## config.mk

```make
export PLATFORM = sky130hd
export DESIGN_NAME = multi_timer_table
export DESIGN_NICKNAME = d
export VERILOG_FILES = /design/src/sv/mtt_pkg.sv /design/src/sv/multi_timer_table.sv
export SDC_FILE = /design/constraint.sdc
export NUM_CORES = 1
export LEC_CHECK = 0
export BUFFER_PORTS_ARGS = -buffer_cell sky130_fd_sc_hd__buf_2
export CAP_MARGIN = 20
export CORE_ASPECT_RATIO = 1.4
export CORE_MARGIN = 4
export CORE_UTILIZATION = 49
export CTS_CLUSTER_SIZE = 16
export DETAILED_ROUTE_END_ITERATION = 7
export PLACE_DENSITY = 0.7
export SLEW_MARGIN = 15
export SYNTH_ARGS = -nofsm -noshare
export SYNTH_HDL_FRONTEND = slang
export SYNTH_SLANG_ARGS = --single-unit
```

## constraint.sdc

```tcl
create_clock -name clk -period 6.8 [get_ports clk]
set_input_delay 1.02 -clock clk [delete_from_list [all_inputs] [get_ports clk]]
set_output_delay 1.02 -clock clk [all_outputs]
set_load 0.005 [all_outputs]
```

## src/sv/mtt_pkg.sv

```systemverilog
// ----------------------------------------------------------------------------
// mtt_pkg: shared types and codes for the multi-timer countdown table
// Command and response word layouts, function codes, entry status codes and response kinds.
// ----------------------------------------------------------------------------
package mtt_pkg;

    // function codes carried in a command word
    localparam logic [2:0] FUNC_ALLOC   = 3'd0;
    localparam logic [2:0] FUNC_FREE    = 3'd1;
    localparam logic [2:0] FUNC_INIT    = 3'd2;
    localparam logic [2:0] FUNC_SETTIME = 3'd3;
    localparam logic [2:0] FUNC_TICK    = 3'd4;

    // entry status codes
    localparam logic [1:0] ST_FREE  = 2'd0;
    localparam logic [1:0] ST_ALLOC = 2'd1;
    localparam logic [1:0] ST_RUN   = 2'd2;

    // response kinds
    localparam logic KIND_ALLOC  = 1'b0;
    localparam logic KIND_EXPIRY = 1'b1;

    typedef struct packed {
        logic [2:0]  func;
        logic [3:0]  entry_index;
        logic [2:0]  destination;
        logic [7:0]  data_byte;
        logic [31:0] timeout;
    } cmd_word_t;

    typedef struct packed {
        logic        kind;
        logic        found;
        logic [3:0]  entry_out;
        logic [2:0]  destination_out;
        logic [7:0]  data_out;
        logic [31:0] tick_total;
        logic        last;
    } rsp_word_t;

endpackage

```

## src/sv/multi_timer_table.sv

```systemverilog
// Free, init and set timeout are applied while idle and start no walk; a tick walks every entry,
// one per cycle unless a stalled response port holds the walk, and marks its last result;
// an alloc stops at the first free entry.
// The command port stays closed until a scanning word has finished, since the single
// read port of the entry memory walks the entries one by one; a stalled response port holds the walk.
// Reset: asynchronous, active low; all entries free, tick counter zero.
// ----------------------------------------------------------------------------
// multi_timer_table: table of countdown timers
// Entry state lives in two synchronous memories (control and payload); a
// read-modify-write pipeline walks them for alloc and tick commands.
// ----------------------------------------------------------------------------
module multi_timer_table #(
    parameter int TIMERS    = 16,
    parameter int DEST_BITS = 3
) (
    input  logic               clk,
    input  logic               rst_n,
    input  mtt_pkg::cmd_word_t cmd,
    input  logic               cmd_valid,
    output logic               cmd_stall,
    output mtt_pkg::rsp_word_t rsp,
    output logic               rsp_valid,
    input  logic               rsp_stall
);
    import mtt_pkg::*;

    localparam int IW = (TIMERS > 1) ? $clog2(TIMERS) : 1;
    localparam int CW = IW + 1;
    localparam int PW = DEST_BITS + 8;

    localparam logic [1:0] S_IDLE  = 2'd0;
    localparam logic [1:0] S_SCAN  = 2'd1;
    localparam logic [1:0] S_FLUSH = 2'd2;

    // control state
    logic [1:0]        state_reg, state_next;
    logic              op_alloc_reg, op_alloc_next;
    logic [CW-1:0]     issue_reg, issue_next;
    logic              p_vld_reg, p_vld_next;
    logic [IW-1:0]     p_idx_reg, p_idx_next;
    logic              pend_vld_reg, pend_vld_next;
    logic              rsp_vld_reg, rsp_vld_next;
    logic [31:0]       tick_cnt_reg, tick_cnt_next;
    logic [TIMERS-1:0] vld_reg, vld_next;

    // payload registers
    rsp_word_t         pend_reg, pend_next;
    rsp_word_t         rsp_reg, rsp_next;

    // entry memories
    logic [33:0]       ctl_mem [TIMERS];
    logic [PW-1:0]     pay_mem [TIMERS];
    logic [33:0]       ctl_q;
    logic [PW-1:0]     pay_q;
    logic              vld_q;

    logic              cmd_acc;
    logic              idx_ok;
    logic [IW-1:0]     cmd_idx;
    logic [IW-1:0]     rd_addr;
    logic              ctl_we;
    logic [IW-1:0]     ctl_waddr;
    logic [33:0]       ctl_wdata;
    logic              pay_we;

    logic [1:0]        st_q;
    logic [31:0]       rem_q;
    logic [31:0]       dec;
    logic              run_hit;
    logic              expire;
    logic              free_hit;
    logic              p_last;
    logic              emit;
    logic              out_room;
    logic              hold;
    logic              go;
    logic              scan_end;
    logic              issue_live;
    rsp_word_t         new_rsp;

    assign cmd_stall = (state_reg != S_IDLE);
    assign cmd_acc   = cmd_valid && !cmd_stall;
    assign idx_ok    = int'(cmd.entry_index) < TIMERS;
    assign cmd_idx   = IW'(cmd.entry_index);
    assign rsp_valid = rsp_vld_reg;
    assign rsp       = rsp_reg;

    // decode of the entry on the memory outputs
    assign st_q     = ctl_q[33:32];
    assign rem_q    = ctl_q[31:0];
    assign dec      = rem_q - 32'd1;
    assign run_hit  = vld_q && (st_q == ST_RUN);
    assign expire   = run_hit && (dec == 32'd0);
    assign free_hit = !vld_q || (st_q == ST_FREE);
    assign p_last   = (p_idx_reg == IW'(TIMERS - 1));

    // pipeline hold: a new result while the pending one cannot move on
    assign emit       = p_vld_reg && (op_alloc_reg ? (free_hit || p_last) : expire);
    assign out_room   = !rsp_vld_reg || !rsp_stall;
    assign hold       = emit && pend_vld_reg && !out_room;
    assign go         = p_vld_reg && !hold;
    assign scan_end   = go && (p_last || (op_alloc_reg && free_hit));
    assign issue_live = (issue_reg < CW'(TIMERS));

    // read address: re-read the held entry, else the next one
    assign rd_addr = (hold || !issue_live) ? p_idx_reg : issue_reg[IW-1:0];

    // result built from the entry in the process stage
    always_comb
    begin
        new_rsp                 = '0;
        new_rsp.kind            = op_alloc_reg ? KIND_ALLOC : KIND_EXPIRY;
        new_rsp.found           = op_alloc_reg && free_hit;
        new_rsp.tick_total      = tick_cnt_reg;
        new_rsp.last            = 1'b0;
        if (!op_alloc_reg || free_hit)
        begin
            new_rsp.entry_out = 4'(p_idx_reg);
        end
        if (!op_alloc_reg)
        begin
            new_rsp.destination_out = 3'(pay_q[PW-1:8]);
            new_rsp.data_out        = pay_q[7:0];
        end
    end

    // control memory write port: set timeout or scan write-back
    always_comb
    begin
        ctl_we    = 1'b0;
        ctl_waddr = p_idx_reg;
        ctl_wdata = '0;
        if (cmd_acc && (cmd.func == FUNC_SETTIME) && idx_ok)
        begin
            ctl_we    = 1'b1;
            ctl_waddr = cmd_idx;
            ctl_wdata = {ST_RUN, cmd.timeout};
        end
        else if (state_reg == S_SCAN && go)
        begin
            if (op_alloc_reg)
            begin
                ctl_we    = free_hit;
                ctl_wdata = {ST_ALLOC, rem_q};
            end
            else
            begin
                ctl_we    = run_hit;
                ctl_wdata = {(expire ? ST_ALLOC : ST_RUN), dec};
            end
        end
    end

    assign pay_we = cmd_acc && (cmd.func == FUNC_INIT) && idx_ok;

    // entry memories with a registered read port
    always_ff @(posedge clk)
    begin
        if (ctl_we)
        begin
            ctl_mem[ctl_waddr] <= ctl_wdata;
        end
        ctl_q <= ctl_mem[rd_addr];
    end

    always_ff @(posedge clk)
    begin
        if (pay_we)
        begin
            pay_mem[cmd_idx] <= {DEST_BITS'(cmd.destination), cmd.data_byte};
        end
        pay_q <= pay_mem[rd_addr];
    end

    always_ff @(posedge clk)
    begin
        vld_q <= vld_reg[rd_addr];
    end

    // sequencer and result path
    always_comb
    begin
        state_next    = state_reg;
        op_alloc_next = op_alloc_reg;
        issue_next    = issue_reg;
        p_vld_next    = p_vld_reg;
        p_idx_next    = p_idx_reg;
        pend_vld_next = pend_vld_reg;
        pend_next     = pend_reg;
        tick_cnt_next = tick_cnt_reg;
        vld_next      = vld_reg;
        rsp_next      = rsp_reg;
        rsp_vld_next  = rsp_vld_reg && rsp_stall;

        case (state_reg)
            S_IDLE:
            begin
                if (cmd_acc)
                begin
                    if (cmd.func == FUNC_ALLOC || cmd.func == FUNC_TICK)
                    begin
                        state_next    = S_SCAN;
                        op_alloc_next = (cmd.func == FUNC_ALLOC);
                        issue_next    = '0;
                        p_vld_next    = 1'b0;
                    end
                    if (cmd.func == FUNC_TICK)
                    begin
                        tick_cnt_next = tick_cnt_reg + 32'd1;
                    end
                    if (cmd.func == FUNC_FREE && idx_ok)
                    begin
                        vld_next[cmd_idx] = 1'b0;
                    end
                    if (cmd.func == FUNC_SETTIME && idx_ok)
                    begin
                        vld_next[cmd_idx] = 1'b1;
                    end
                end
            end
            S_SCAN:
            begin
                if (!hold)
                begin
                    p_vld_next = issue_live && !scan_end;
                    p_idx_next = issue_reg[IW-1:0];
                    if (issue_live)
                    begin
                        issue_next = issue_reg + CW'(1);
                    end
                end
                if (go && op_alloc_reg && free_hit)
                begin
                    vld_next[p_idx_reg] = 1'b1;
                end
                if (go && emit)
                begin
                    if (pend_vld_reg)
                    begin
                        rsp_next     = pend_reg;
                        rsp_vld_next = 1'b1;
                    end
                    pend_next     = new_rsp;
                    pend_vld_next = 1'b1;
                end
                if (scan_end)
                begin
                    state_next = S_FLUSH;
                end
            end
            S_FLUSH:
            begin
                if (!pend_vld_reg)
                begin
                    state_next = S_IDLE;
                end
                else if (out_room)
                begin
                    rsp_next      = pend_reg;
                    rsp_next.last = 1'b1;
                    rsp_vld_next  = 1'b1;
                    pend_vld_next = 1'b0;
                    state_next    = S_IDLE;
                end
            end
            default:
            begin
                state_next = S_IDLE;
            end
        endcase
    end

    always_ff @(posedge clk or negedge rst_n)
    begin
        if (!rst_n)
        begin
            state_reg    <= S_IDLE;
            op_alloc_reg <= 1'b0;
            issue_reg    <= '0;
            p_vld_reg    <= 1'b0;
            p_idx_reg    <= '0;
            pend_vld_reg <= 1'b0;
            rsp_vld_reg  <= 1'b0;
            tick_cnt_reg <= '0;
            vld_reg      <= '0;
        end
        else
        begin
            state_reg    <= state_next;
            op_alloc_reg <= op_alloc_next;
            issue_reg    <= issue_next;
            p_vld_reg    <= p_vld_next;
            p_idx_reg    <= p_idx_next;
            pend_vld_reg <= pend_vld_next;
            rsp_vld_reg  <= rsp_vld_next;
            tick_cnt_reg <= tick_cnt_next;
            vld_reg      <= vld_next;
        end
    end

    always_ff @(posedge clk)
    begin
        pend_reg <= pend_next;
        rsp_reg  <= rsp_next;
    end

endmodule

```

==> impl_metrics.csv, run 1 <==
group,metric,value,unit
hold_path,hp-class,"flop to flop",
timing,clock_skew,0.02653,ns
timing,hold_viol,0,
detailed_routing,routed_wl,84540,um
global_route,grt_remaining_overflow,0,
floorplan,die_x,238.1,um
worst_setup_path,start_kind,"flop",
layout,final_nets,2435,
global_route,antenna_found_initial,4,
yosys,syn-cell-area,36310,um^2
yosys,ys_warn_count,0,
worst_setup_path,crit_arrival,5.70,ns
clock_network,cts_tree,"done",
detailed_routing,drt_first_pass_iters,6,
clock_network,cts_made_buffers,87,
timing,relSlewSlack,24.16,%
placed_design,dp_hpwl,51970,um
placed_design,io_buffers,105,
worst_setup_path,cp-end-kind,"flop",
floorplan,core-area,73050,um^2
yosys,synth_ff_type,"edfxtp_1",
clock_network,clk_pin_slew_worst_paths,0.07,ns
layout,areaGrowthSynthToFinish,13.54,%
detailed_routing,post_drt_via_cell_ratio,5.947,
global_route,grt_pass1_wl,125700,um
floorplan,io_pins,106,
floorplan,start_util,49.71,%
power_and_ir_drop,leakage,0.01601,uW
timing,post-route-period-util,79.16,%
yosys,seq_area_frac_synth,74.61,%
timing,clock.fmax,0.1858,GHz
floorplan,die_y,330.1,um
clock_network,root_buffer,"clkbuf_16",
timing,worst_slew_pin_slew,1.138,ns
yosys,syn_inst,2200,
detailed_routing,drt-initial-drc-count,1765,
worst_setup_path,critPathRequiredTime,7.12,ns
clock_network,post_cts_buffers,0,
clock_network,htree_levels,3,
floorplan,die-area,78590,um^2
yosys,synth-edff-count,819,
power_and_ir_drop,power.total,15820,uW
yosys,yosysUniqueCellTypes,70,
clock_network,clk_latency,0.65,ns
layout,final_cell_mix,"edfxtp_1 (819), mux2i_1 (371), o22ai_1 (185), buf_2 (106), clkbuf_16 (88)",
placed_design,gp_congestion,0.8815,
timing,tns,0,ns
worst_setup_path,worstPathMaxFanout,20,
global_route,grt_pass1_vias,20478,
layout,largest_register_ff_count,544,
worst_setup_path,critPathKind,"flop to flop",
yosys,ys_async_sr_fraction,6.789,%
global_route,grt_use_total,21.11,%
run,max_cap_violations,0,
detailed_routing,drtAntennaViolNets,0,
clock_network,hold_buffers,0,
detailed_routing,num_vias,20215,
timing,rsz0062_at_grt,"no",
layout,final_common_cell,"edfxtp_1",
clock_network,cts_resized,0,
detailed_routing,drt_drc_violations_left,0,
clock_network,clockBufferDepth,3,
yosys,syn-mean-instance-area,16.51,um^2
timing,finalSetupViolCount,0,
timing,drv_slew,0,
power_and_ir_drop,powerDensity,383.7,nW/um^2
timing,fin_crit,5.383,ns
yosys,synth_fp_nets,2262,
detailed_routing,wl_per_cell,24.87,um
yosys,ys_ff_latch,928,
floorplan,rows,117,
clock_network,cts_num_sinks,928,
power_and_ir_drop,ir_drop,0.0002885,V
status,status,"finished, final reports clean",
global_route,grt_max_degree,71,
layout,drive_gt1_share,15.30,%
layout,fill_cells,5557,
-- Yosys cell counts, drive strengths merged (5+ instances only) --
master | instances | area share (%)
buf | 79 | 1.4
mux2i | 372 | 10
nand2b | 7 | 0.12
o22ai | 185 | 3.2
and3 | 5 | 0.086
xor2 | 20 | 0.48
inv | 16 | 0.17
clkbuf | 21 | 0.22
dfxtp | 46 | 2.5
nand3 | 20 | 0.28
nor2b | 16 | 0.28
mux2 | 5 | 0.16
nand2 | 86 | 0.89
nor2 | 103 | 1.1
a211oi | 6 | 0.12
edfxtp | 819 | 68
nor4 | 21 | 0.47
dfrtp | 63 | 4.3
or3 | 7 | 0.12
or2 | 7 | 0.12
nand4 | 19 | 0.34
ha | 8 | 0.28
or4 | 49 | 1.0
nor3 | 39 | 0.55
and2 | 5 | 0.086
a31oi | 7 | 0.24
xnor2 | 47 | 1.1
a21oi | 24 | 0.34
o21ai | 50 | 0.73
-- metal layers --
metal	vias up	global-route usage, %	share of wire (%)
met5	-	0	0.015
met4	2	8.332	3.5
met3	178	2.764	6.0
met2	765	38.16	52
met1	10242	25.79	38
li1	9028	-	-
-- cell type report --
class | count | area (um^2) | area share (%)
diodes | 2 | 5.005 | 0.01214
multi-input cells | 1155 | 8761 | 21.25
flip-flops and latches | 928 | 27090 | 65.71
inverters | 17 | 63.81 | 0.1548
well taps | 952 | 1191 | 2.889
clock inverters | 50 | 481.7 | 1.168
repair buffers | 184 | 1254 | 3.041
clock buffers | 111 | 2379 | 5.770
-- kinds of logic (layout without fill, tap and decap cells) --
group / after synthesis / count (layout) / share of synthesized area, %
AO/OA/AOI/OAI: 305 / 305 / 5.531
adder cells (fa/ha/maj): 8 / 8 / 0.2757
other: 0 / 2 / 0
flip-flops: 928 / 928 / 74.61
buffers and inverters: 117 / 362 / 1.799
multiplexers: 377 / 377 / 10.41
XOR/XNOR: 67 / 67 / 1.616
AND/OR/NAND/NOR: 398 / 398 / 5.761
-- worst paths after layout --
kind | depth (start not counted) | to | slack [ns] | start
setup / recovery | 13 | ctl_mem[10][25] | 1.42 | ctl_q[0]
setup reg to reg | 13 | ctl_mem[10][25] | 1.42 | ctl_q[0]
min in group asynchronous | 2 | tick_cnt_reg[9] | 0.57 | rst_n
hold / removal | 0 | rsp[21] | 0.41 | pend_reg[21]
max in group asynchronous | 2 | state_reg[1] | 5.66 | rst_n
hold reg to reg | 0 | rsp[21] | 0.41 | pend_reg[21]
-- where the power goes --
group | total (uW) | switching, uW | internal, uW | leakage, uW
clock | 4820 | 2090 | 2730 | 0.00141
combinational | 3660 | 2320 | 1350 | 0.00583
sequential | 7340 | 370 | 6970 | 0.00878
total | 15800 | 4780 | 11000 | 0.0160
-- stage by stage --
stage / instances / instance area [um^2] / setup slack (ns) / utilization, % / hold slack, ns
finish: 3399 / 41230 / 1.417 / 56.44 / 0.4126
global route: 3399 / 41230 / 1.030 / 56.44 / 0.4213
CTS: 3392 / 41170 / 1.514 / 56.36 / 0.4196
detailed placement: 3231 / 38310 / 1.534 / 52.44 / 0.4045
global placement: 3228 / 38280 / 1.556 / 52.41 / 0.4020
floorplan: 2200 / 36310 / 1.516 / - / 0.4003
-- worst max-delay path, cell delays in order (launching register included) --
cell and delay, ns:
dfxtp_1 0.37, inv_1 0.10, ha_1 0.23, nor3b_1 0.26, nand4_1 0.23, or3_1 0.45
nor4b_1 0.19, nor2_1 0.13, o21ai_0 0.25, nand2_1 0.30, nand4_1 0.62, o32a_1 0.73
nor2_4 0.78, buf_4 0.40
Power figures use the tool's default switching activity.
==> run 2: changes to the inputs <==
Clock period 6.8 ns to 5.2 ns, I/O delays scaled along.
==> run 2 against run 1 <==
Effect of this change: sequential power increased by 31%; non-clock buffer count increased by 32; sequential share of layout area decreased by 0.59 points; worst setup slack got worse by 1.0 ns; register-to-register slack got worse by 1.0 ns; cell area increased by 0.90%; maximum frequency increased by 12%; core utilization increased by 0.51 points; clock skew increased by 0.0066 ns; via count increased by 1.4%; critical path type unchanged; critical endpoint is now ctl_mem[8][8]; highest routed layer is now met4.
==> impl_metrics.csv, run 2 (same netlist as run 1, synthesis figures left out) <==
group,metric,value,unit
power_and_ir_drop,ir_drop,0.0003597,V
global_route,grt_remaining_overflow,0,
power_and_ir_drop,p_sw,6264,uW
layout,multiInputGateArea,8757,um^2
timing,finalSetupViolCount,0,
detailed_routing,drt-initial-drc-count,2111,
timing,tns,0,ns
detailed_routing,post_drt_via_cell_ratio,5.982,
detailed_routing,routed_wl,85830,um
power_and_ir_drop,p_int,14690,uW
clock_network,root_buffer,"clkbuf_16",
detailed_routing,drt_drc_violations_left,0,
placed_design,gp_congestion,0.9321,
worst_setup_path,start_kind,"flop",
global_route,antenna_found_initial,4,
clock_network,clockBufferDepth,3,
power_and_ir_drop,pwr-share-seq,46.0,%
placed_design,io_buffers,105,
power_and_ir_drop,p_comb_share,23.5,%
worst_setup_path,worstPathMaxFanout,22,
floorplan,die_y,330.1,um
worst_setup_path,critPathKind,"flop to flop",
worst_setup_path,critPathRequiredTime,5.55,ns
floorplan,core-area,73050,um^2
timing,relSlewSlack,27.01,%
worst_setup_path,startpoint,"ctl_q[0]",
floorplan,io_pins,106,
layout,drive_gt1_share,16.11,%
clock_network,clk_pin_slew_worst_paths,0.06,ns
worst_setup_path,crit_arrival,5.17,ns
placed_design,post_dp_cell_area,38650,um^2
global_route,grt_max_degree,64,
timing,hold_viol,0,
timing,post-route-period-util,92.67,%
clock_network,cts_resized,0,
power_and_ir_drop,switching_share,29.89,%
layout,final_cell_mix,"edfxtp_1 (819), mux2i_1 (371), o22ai_1 (185), buf_2 (105), buf_4 (91)",
clock_network,htree_levels,3,
layout,design_area,41600,um^2
power_and_ir_drop,pwr-share-clk,30.6,%
timing,setup_ws,0.3813,ns
layout,final_common_cell,"edfxtp_1",
clock_network,clk_latency,0.65,ns
clock_network,hold_buffers,0,
global_route,grt_pass1_vias,20771,
timing,rsz0062_at_grt,"no",
floorplan,die-area,78590,um^2
clock_network,cts_num_sinks,928,
power_and_ir_drop,power.total,20960,uW
detailed_routing,num_vias,20499,
worst_setup_path,r2r-start,"ctl_q[0]",
status,status,"finished, final reports clean",
clock_network,cts_tree,"done",
power_and_ir_drop,leakage,0.01619,uW
layout,final_nets,2464,
worst_setup_path,cp-end-kind,"flop",
detailed_routing,drt_first_pass_iters,5,
timing,clock.fmax,0.2075,GHz
timing,fin_crit,4.819,ns
power_and_ir_drop,powerDensity,503.8,nW/um^2
layout,largest_register_ff_count,544,
floorplan,rows,117,
clock_network,post_cts_buffers,0,
clock_network,cts_made_buffers,84,
detailed_routing,drtAntennaViolNets,0,
floorplan,start_util,49.71,%
layout,areaGrowthSynthToFinish,14.56,%
layout,seq_area,27090,um^2
run,max_cap_violations,0,
global_route,grt_use_total,21.58,%
global_route,grt_pass1_wl,127800,um
floorplan,die_x,238.1,um
layout,fill_cells,5384,
timing,worst_slew_pin_slew,1.088,ns
placed_design,dp_hpwl,55140,um
hold_path,hp-class,"primary input to async pin",
timing,drv_slew,0,
detailed_routing,wl_per_cell,25.04,um
placed_design,pre_cts_slack,0.5150,ns
timing,clock_skew,0.03317,ns
==> run 2: worst max-delay path, cell delays in order (launching register included) <==
cell and delay (ns):
dfxtp_1 0.42, ha_1 0.19, or4b_1 0.46, or4_4 0.55
a2111oi_4 0.36, nand4_2 0.25, o21ai_0 0.49, nand2_1 0.27
nand4_1 0.26, buf_4 0.25, o32a_1 0.44, nor2_4 0.20
buf_4 0.35
==> run 2: cell type report <==
type | instances | share of cell area (%)
Antenna cell | 4 | 0.02406
Clock buffer | 117 | 5.643
Clock inverter | 38 | 1.290
Inverter | 17 | 0.1534
Multi-Input combinational cell | 1155 | 21.05
Sequential cell | 928 | 65.13
Tap cell | 952 | 2.863
Timing Repair Buffer | 216 | 3.847
==> run 2: per-stage QoR <==
stage,hold WS [ns],std cells,utilization [%]
6_report,0.3324,3427,56.94
2_1_floorplan,0.4003,2200,-
4_1_cts,0.3407,3417,56.85
3_3_place_gp,0.4015,3260,52.88
3_5_place_dp,0.4045,3262,52.91
5_1_grt,0.3941,3426,56.94
==> run 2: final timing paths <==
check,depth (start not counted),end,slack (ns)
hold / removal,2,tick_cnt_reg[18],0.33
hold reg to reg,0,rsp[38],0.42
setup / recovery,12,ctl_mem[8][8],0.38
setup reg to reg,12,ctl_mem[8][8],0.38
max in group asynchronous,2,tick_cnt_reg[3],4.33
min in group clk,0,rsp[38],0.42
==> run 2: power by group through the flow <==
| stage | sequential [uW] | combinational (uW) | clock (uW) |
|---|---|---|---|
| global placement | 9760 | 4750 | 0 |
| finish | 9630 | 4920 | 6410 |
| CTS | 9630 | 4890 | 6520 |
| floorplan | 9580 | 3180 | 0 |
| global route | 9690 | 5240 | 6840 |
| detailed placement | 9780 | 4860 | 0 |
==> run 2: metal layers <==
| metal | up-vias | global-route usage [%] | wire length [um] |
|---|---|---|---|
| li1 | 9067 | - | - |
| met1 | 10343 | 26.06 | 32060 |
| met2 | 878 | 39.15 | 44780 |
| met3 | 211 | 2.915 | 5497 |
| met4 | 0 | 8.698 | 3489 |
| met5 | - | 0 | 0 |
